## src/hw/rtl/assert_macros.svh

```systemverilog
// Assertion macros for the RTL of the LFU tag table, included by the top level.
`ifndef ASSERT_MACROS_SVH
`define ASSERT_MACROS_SVH

// Checks a property at every rising clock edge outside reset.
`define ASSERT_CLK(label, prop, msg) \
  label: assert property (@(posedge clk) disable iff (!rst_n) prop) else $error(msg);

// Checks that the consequent holds in the cycle after the antecedent.
`define ASSERT_NEXT(label, ante, cons, msg) \
  label: assert property (@(posedge clk) disable iff (!rst_n) (ante) |=> (cons)) \
    else $error(msg);

`endif

```

## src/hw/rtl/lfu_pkg.sv

```systemverilog
// Package with sizes, payload types and register codes of the LFU tag table.
package lfu_pkg;

  localparam int DEPTH   = 64;
  localparam int IDX_W   = $clog2(DEPTH);
  localparam int OCC_W   = $clog2(DEPTH + 1);
  localparam int KEY_W   = 64;
  localparam int COUNT_W = 16;
  localparam int STAMP_W = 48;
  localparam int SLOT_W  = 6;
  localparam int OCCF_W  = 7;
  localparam int MAXE_W  = 7;
  localparam int ADDR_W  = 3;
  localparam int DATA_W  = 32;

  localparam logic [ADDR_W-1:0]  ADDR_MAX_ENTRIES = 3'd0;
  localparam logic [MAXE_W-1:0]  MAX_ENTRIES_RST  = 7'd64;
  localparam logic [COUNT_W-1:0] COUNT_MAX        = '1;
  localparam logic [COUNT_W-1:0] COUNT_INIT       = 16'd1;

  localparam logic ACT_LOOKUP = 1'b0;
  localparam logic ACT_INSERT = 1'b1;

  typedef struct packed {
    logic             action;
    logic [KEY_W-1:0] key;
  } in_t;

  typedef struct packed {
    logic              hit;
    logic [SLOT_W-1:0] slot;
    logic              evicted;
    logic [SLOT_W-1:0] victim_slot;
    logic [OCCF_W-1:0] occupancy;
  } out_t;

  typedef struct packed {
    logic [KEY_W-1:0]   key;
    logic [COUNT_W-1:0] count;
    logic [STAMP_W-1:0] stamp;
  } entry_t;

  typedef struct packed {
    logic               m_found;
    logic [IDX_W-1:0]   m_idx;
    logic [COUNT_W-1:0] m_count;
    logic               v_found;
    logic [IDX_W-1:0]   v_idx;
    logic               f_found;
    logic [IDX_W-1:0]   f_idx;
  } scan_res_t;

endpackage

```

## src/hw/rtl/lfu_scan.sv

```systemverilog
// Shared compare unit that walks the entries for key match, victim and free slot.
module lfu_scan (
  input  logic                      clk,
  input  logic                      rst_n,
  input  logic                      clr,
  input  logic                      en,
  input  logic [lfu_pkg::IDX_W-1:0] idx,
  input  logic                      vld,
  input  lfu_pkg::entry_t           ent,
  input  logic [lfu_pkg::KEY_W-1:0] key,
  output lfu_pkg::scan_res_t        res
);

  localparam int RANK_W = lfu_pkg::COUNT_W + lfu_pkg::STAMP_W;

  logic                        m_found_r;
  logic [lfu_pkg::IDX_W-1:0]   m_idx_r;
  logic [lfu_pkg::COUNT_W-1:0] m_count_r;
  logic                        v_found_r;
  logic [lfu_pkg::IDX_W-1:0]   v_idx_r;
  logic [RANK_W-1:0]           v_rank_r;
  logic                        f_found_r;
  logic [lfu_pkg::IDX_W-1:0]   f_idx_r;

  logic [RANK_W-1:0] rank;
  logic              key_eq;
  logic              better;

  assign rank   = {ent.count, ent.stamp};
  assign key_eq = (ent.key == key);
  assign better = !v_found_r || (rank < v_rank_r);

  always_ff @(posedge clk) begin
    if (!rst_n) begin
      m_found_r <= 1'b0;
      v_found_r <= 1'b0;
      f_found_r <= 1'b0;
    end else if (clr) begin
      m_found_r <= 1'b0;
      v_found_r <= 1'b0;
      f_found_r <= 1'b0;
    end else if (en) begin
      if (vld) begin
        if (key_eq && !m_found_r) begin
          m_found_r <= 1'b1;
          m_idx_r   <= idx;
          m_count_r <= ent.count;
        end
        if (better) begin
          v_found_r <= 1'b1;
          v_idx_r   <= idx;
          v_rank_r  <= rank;
        end
      end else if (!f_found_r) begin
        f_found_r <= 1'b1;
        f_idx_r   <= idx;
      end
    end
  end

  always_comb begin
    res.m_found = m_found_r;
    res.m_idx   = m_idx_r;
    res.m_count = m_count_r;
    res.v_found = v_found_r;
    res.v_idx   = v_idx_r;
    res.f_found = f_found_r;
    res.f_idx   = f_idx_r;
  end

endmodule
```

## config.mk

```make
export PLATFORM = sky130hd
export DESIGN_NAME = lfu_scan
export DESIGN_NICKNAME = d
export VERILOG_FILES = /design/src/hw/rtl/assert_macros.svh /design/src/hw/rtl/lfu_pkg.sv /design/src/hw/rtl/lfu_scan.sv
export SDC_FILE = /design/constraint.sdc
export NUM_CORES = 1
export LEC_CHECK = 0
export ABC_AREA = 0
export BUFFER_PORTS_ARGS = -buffer_cell sky130_fd_sc_hd__buf_2
export CORE_MARGIN = 8
export CORE_UTILIZATION = 50
export DETAILED_ROUTE_END_ITERATION = 8
export GPL_ROUTABILITY_DRIVEN = 0
export PLACE_DENSITY = 0.84
export SLEW_MARGIN = 25
export SYNTH_ARGS = -nofsm -noshare
export SYNTH_HDL_FRONTEND = slang
export SYNTH_SLANG_ARGS = --single-unit
```

## constraint.sdc

```tcl
create_clock -name clk -period 4.58 [get_ports clk]
set_input_delay 0.458 -clock clk [delete_from_list [all_inputs] [get_ports clk]]
set_output_delay 0.458 -clock clk [all_outputs]
set_load 0.01 [all_outputs]
```

==> implementation parameters <==
Parameter                              Value

Min path
  Number of instances on the worst hold path    1
  Class of the most critical hold timing path    primary input to register

Global routing
  Wire length of the first global-routing pass    23900 um
  Number of antenna violations at the first check in global routing    0
  Global-route total usage across every layer    0.210
  Sum of overflow across all layers after global routing    0
  Maximum number of pins on one net before global-route repair    71
  Vias in the first global route    4815

Clocking
  Number of buffers created by CTS    9
  Num Clock Sinks    101
  Maximum clock path buffer count    2
  Total of cells resized after clock tree synthesis    0
  Setup repair bufs after CTS    0
  Number of H-tree levels    3
  Clock slew at the register clock pins of the worst setup and hold paths    0.10 ns
  Clock latency on the worst-skew pair    0.37 ns
  CTS tree    done
  Root buffer cell    sky130_fd_sc_hd__clkbuf_8
  Hold_buf cts    0

Layout
  Non-filler cells, final    839
  Net count of the finished layout    960
  Number of fill cells    856
  Syn-to-layout area delta    28.6%
  Share of post-route cells with drive strength above 1    0.371
  Number of antenna diodes    0
  Final core occ    0.652

Floorplan
  Die area    14400 um^2
  Initial standard-cell utilization of the core    0.507
  Floorplan Core Area    10700 um^2
  Top-Level Pins    240
  Die Y    120 um
  # rows    38
  Die width    120 um

Power
  Cell Pwr Density    267 nW/um^2
  Static power due to leakage    3.23 nW
  Sum of internal, switching and leakage power    1.86 mW
  Maximum vdd ir drop    0.000169 V

Placed design
  Placed Cells incl. Taps    823
  HPWL after detailed placement    12800 um
  PortBufs    239

Critical path
  Nature of the critical path startpoint    register
  Critical path startpoint    v_rank_r[43]
  Critical path capture point    v_rank_r[43]
  Signal arrival time at the worst endpoint    3.05 ns
  FF-to-FF path depth    8
  Critical Path Sink Type    register
  Reg-to-reg critical path endpoint    v_rank_r[43]
  Maximum fanout along the worst path    70
  Category of the most critical setup path    register to register
  Source of the worst register-to-register timing path    v_rank_r[43]
  Register-to-register setup slack    1.53 ns
  Crit path required time    4.58 ns

STA
  Time the final worst path needs with I/O delays and setup    3.05 ns
  Setup repair after global routing missed its margin    no
  Period Utilization, post-route    0.667
  Transition at the pin with the smallest max-transition slack    1.01 ns
  Worst max-slew margin expressed relative to the limit    0.329
  Worst Skew    0.0139 ns
  Number of failing hold endpoints at the final stage    0
  Maximum clock frequency    327 MHz
  Total negative slack    0 ns
  Final Max Tran Viols    0
  Final setup violation count    0

Synth
  Mapped Area    5420 um^2
  Synthesized flop and latch total    101
  Synthesized Nets    712
  Main area contributors after synthesis    sky130_fd_sc_hd__edfxtp_1 (54%), sky130_fd_sc_hd__ha_1 (15%), sky130_fd_sc_hd__xnor2_1 (5.8%)
  Cell taking the most area after synthesis    sky130_fd_sc_hd__edfxtp_1
  Cells after synthesis    446
  Main flop type after synthesis    sky130_fd_sc_hd__edfxtp_1
  Count of different cell masters after synthesis    43
  Proportion of synthesized flip-flops having asynchronous set or reset    0
  Post-synthesis average cell area    12.2 um^2
  Yosys top cell area share    0.543
  Total number of yosys warnings    0
  Count of flip-flops with a built-in enable after synthesis    98
  Post-synthesis sequential area ratio    0.554

Routing
  DRC Markers    0
  DRT iter0 DRCs    240
  Detail Route Antenna Nets    0
  Routed vias    4379
  Detailed Routing Iterations Pass 1    5
  Via density per instance    5.22
  Routed Wire Length    15100 um
  Routed length per placed instance    18.0 um

Job
  MaxCap Viol Count    0

Outcome
  Run status    finished, final reports clean
==> final cells by class <==
cell class | instances | area, um^2 | area share
clock buffers | 9 | 124 | 0.0178
clock inverters | 7 | 60.1 | 0.00862
inverters | 83 | 312 | 0.0447
multi-input cells | 259 | 2090 | 0.300
flip-flops and latches | 101 | 3000 | 0.431
well taps | 140 | 175 | 0.0251
repair buffers | 240 | 1200 | 0.173
==> worst max-delay path, cell delays in order (launching register included) <==
cell                       delay [ns]
sky130_fd_sc_hd__edfxtp_1        0.37
sky130_fd_sc_hd__inv_1           0.07
sky130_fd_sc_hd__ha_1            0.23
sky130_fd_sc_hd__a21oi_1         0.15
sky130_fd_sc_hd__o21ai_0         0.13
sky130_fd_sc_hd__a221oi_1        0.33
sky130_fd_sc_hd__nor3_1          0.08
sky130_fd_sc_hd__o41ai_1         0.40
sky130_fd_sc_hd__a31o_4          0.91
==> cells by family after synthesis <==
family,after synthesis,share of synthesized area
flip-flops,101,0.554
buffers and inverters,86,0.0616
AND/OR/NAND/NOR,81,0.0826
AO/OA/AOI/OAI,70,0.0836
adder cells (fa/ha/maj),63,0.145
XOR/XNOR,45,0.0727
==> sequential cells by signal, summed over array words and instances, names as in the netlist <==
register / count
f_found_r: 1
f_idx_r: 6
m_count_r: 16
m_found_r: 1
m_idx_r: 6
v_found_r: 1
v_idx_r: 6
v_rank_r: 64
==> layout by cell type (no fill, tap or decap), types with 3 or more instances in the layout <==
cell type                   count
sky130_fd_sc_hd__nor2b_1        7
sky130_fd_sc_hd__a221oi_1       5
sky130_fd_sc_hd__nand2b_1       5
sky130_fd_sc_hd__o21ai_0        9
sky130_fd_sc_hd__a21oi_1       26
sky130_fd_sc_hd__nor2_1        12
sky130_fd_sc_hd__nor4_1         5
sky130_fd_sc_hd__dfxtp_1        3
sky130_fd_sc_hd__nand3_1        4
sky130_fd_sc_hd__nand2_1       16
sky130_fd_sc_hd__a2111oi_0      3
sky130_fd_sc_hd__ha_1          63
sky130_fd_sc_hd__nand4_1       19
sky130_fd_sc_hd__a21o_1         3
sky130_fd_sc_hd__buf_2        239
sky130_fd_sc_hd__clkbuf_8       9
sky130_fd_sc_hd__o22ai_1        7
sky130_fd_sc_hd__xnor2_1       36
sky130_fd_sc_hd__xor2_1         9
sky130_fd_sc_hd__edfxtp_1      98
sky130_fd_sc_hd__inv_1         83
==> metrics by stage <==
step           hold WS (ns)  setup slack [ns]  instance area, um^2
6_report              0.263              1.53                 6970
5_1_grt               0.248              1.33                 6970
4_1_cts               0.250              1.52                 6970
3_5_place_dp          0.484              1.30                 6790
3_3_place_gp          0.470              1.45                 6790
2_1_floorplan         0.458              1.60                 5420
==> Yosys cell counts (7+ instances only) <==
master,count
sky130_fd_sc_hd__a21oi_1,26
sky130_fd_sc_hd__edfxtp_1,98
sky130_fd_sc_hd__o22ai_1,7
sky130_fd_sc_hd__ha_1,63
sky130_fd_sc_hd__nor2_1,12
sky130_fd_sc_hd__nor2b_1,7
sky130_fd_sc_hd__nand4_1,19
sky130_fd_sc_hd__nand2_1,16
sky130_fd_sc_hd__xnor2_1,36
sky130_fd_sc_hd__inv_1,83
sky130_fd_sc_hd__o21ai_0,9
sky130_fd_sc_hd__xor2_1,9
==> per-layer routing <==
| layer | vias up | GRT usage | share of wire |
|---|---|---|---|
| met5 | - | 0 | 0 |
| met4 | 0 | 0.0835 | 0.031 |
| met2 | 193 | 0.362 | 0.50 |
| met3 | 35 | 0.0578 | 0.075 |
| met1 | 2039 | 0.244 | 0.40 |
| li1 | 2112 | - | - |
==> worst min-delay path by stage <==
stage	from	endpoint	slack (ns)
6_report	ent[0]	v_rank_r[0]	0.26
5_1_grt	ent[37]	v_rank_r[37]	0.25
4_1_cts	ent[0]	v_rank_r[0]	0.25
3_5_place_dp	m_found_r	m_found_r	0.48
3_3_place_gp	m_found_r	m_found_r	0.47
2_1_floorplan	m_found_r	m_found_r	0.46
==> where the power goes <==
part           internal (mW)  total [mW]  switching, mW
registers               1.04        1.04        0.00570
logic                  0.140       0.281          0.141
clock network          0.206       0.535          0.329
Power figures use the tool's default switching activity.
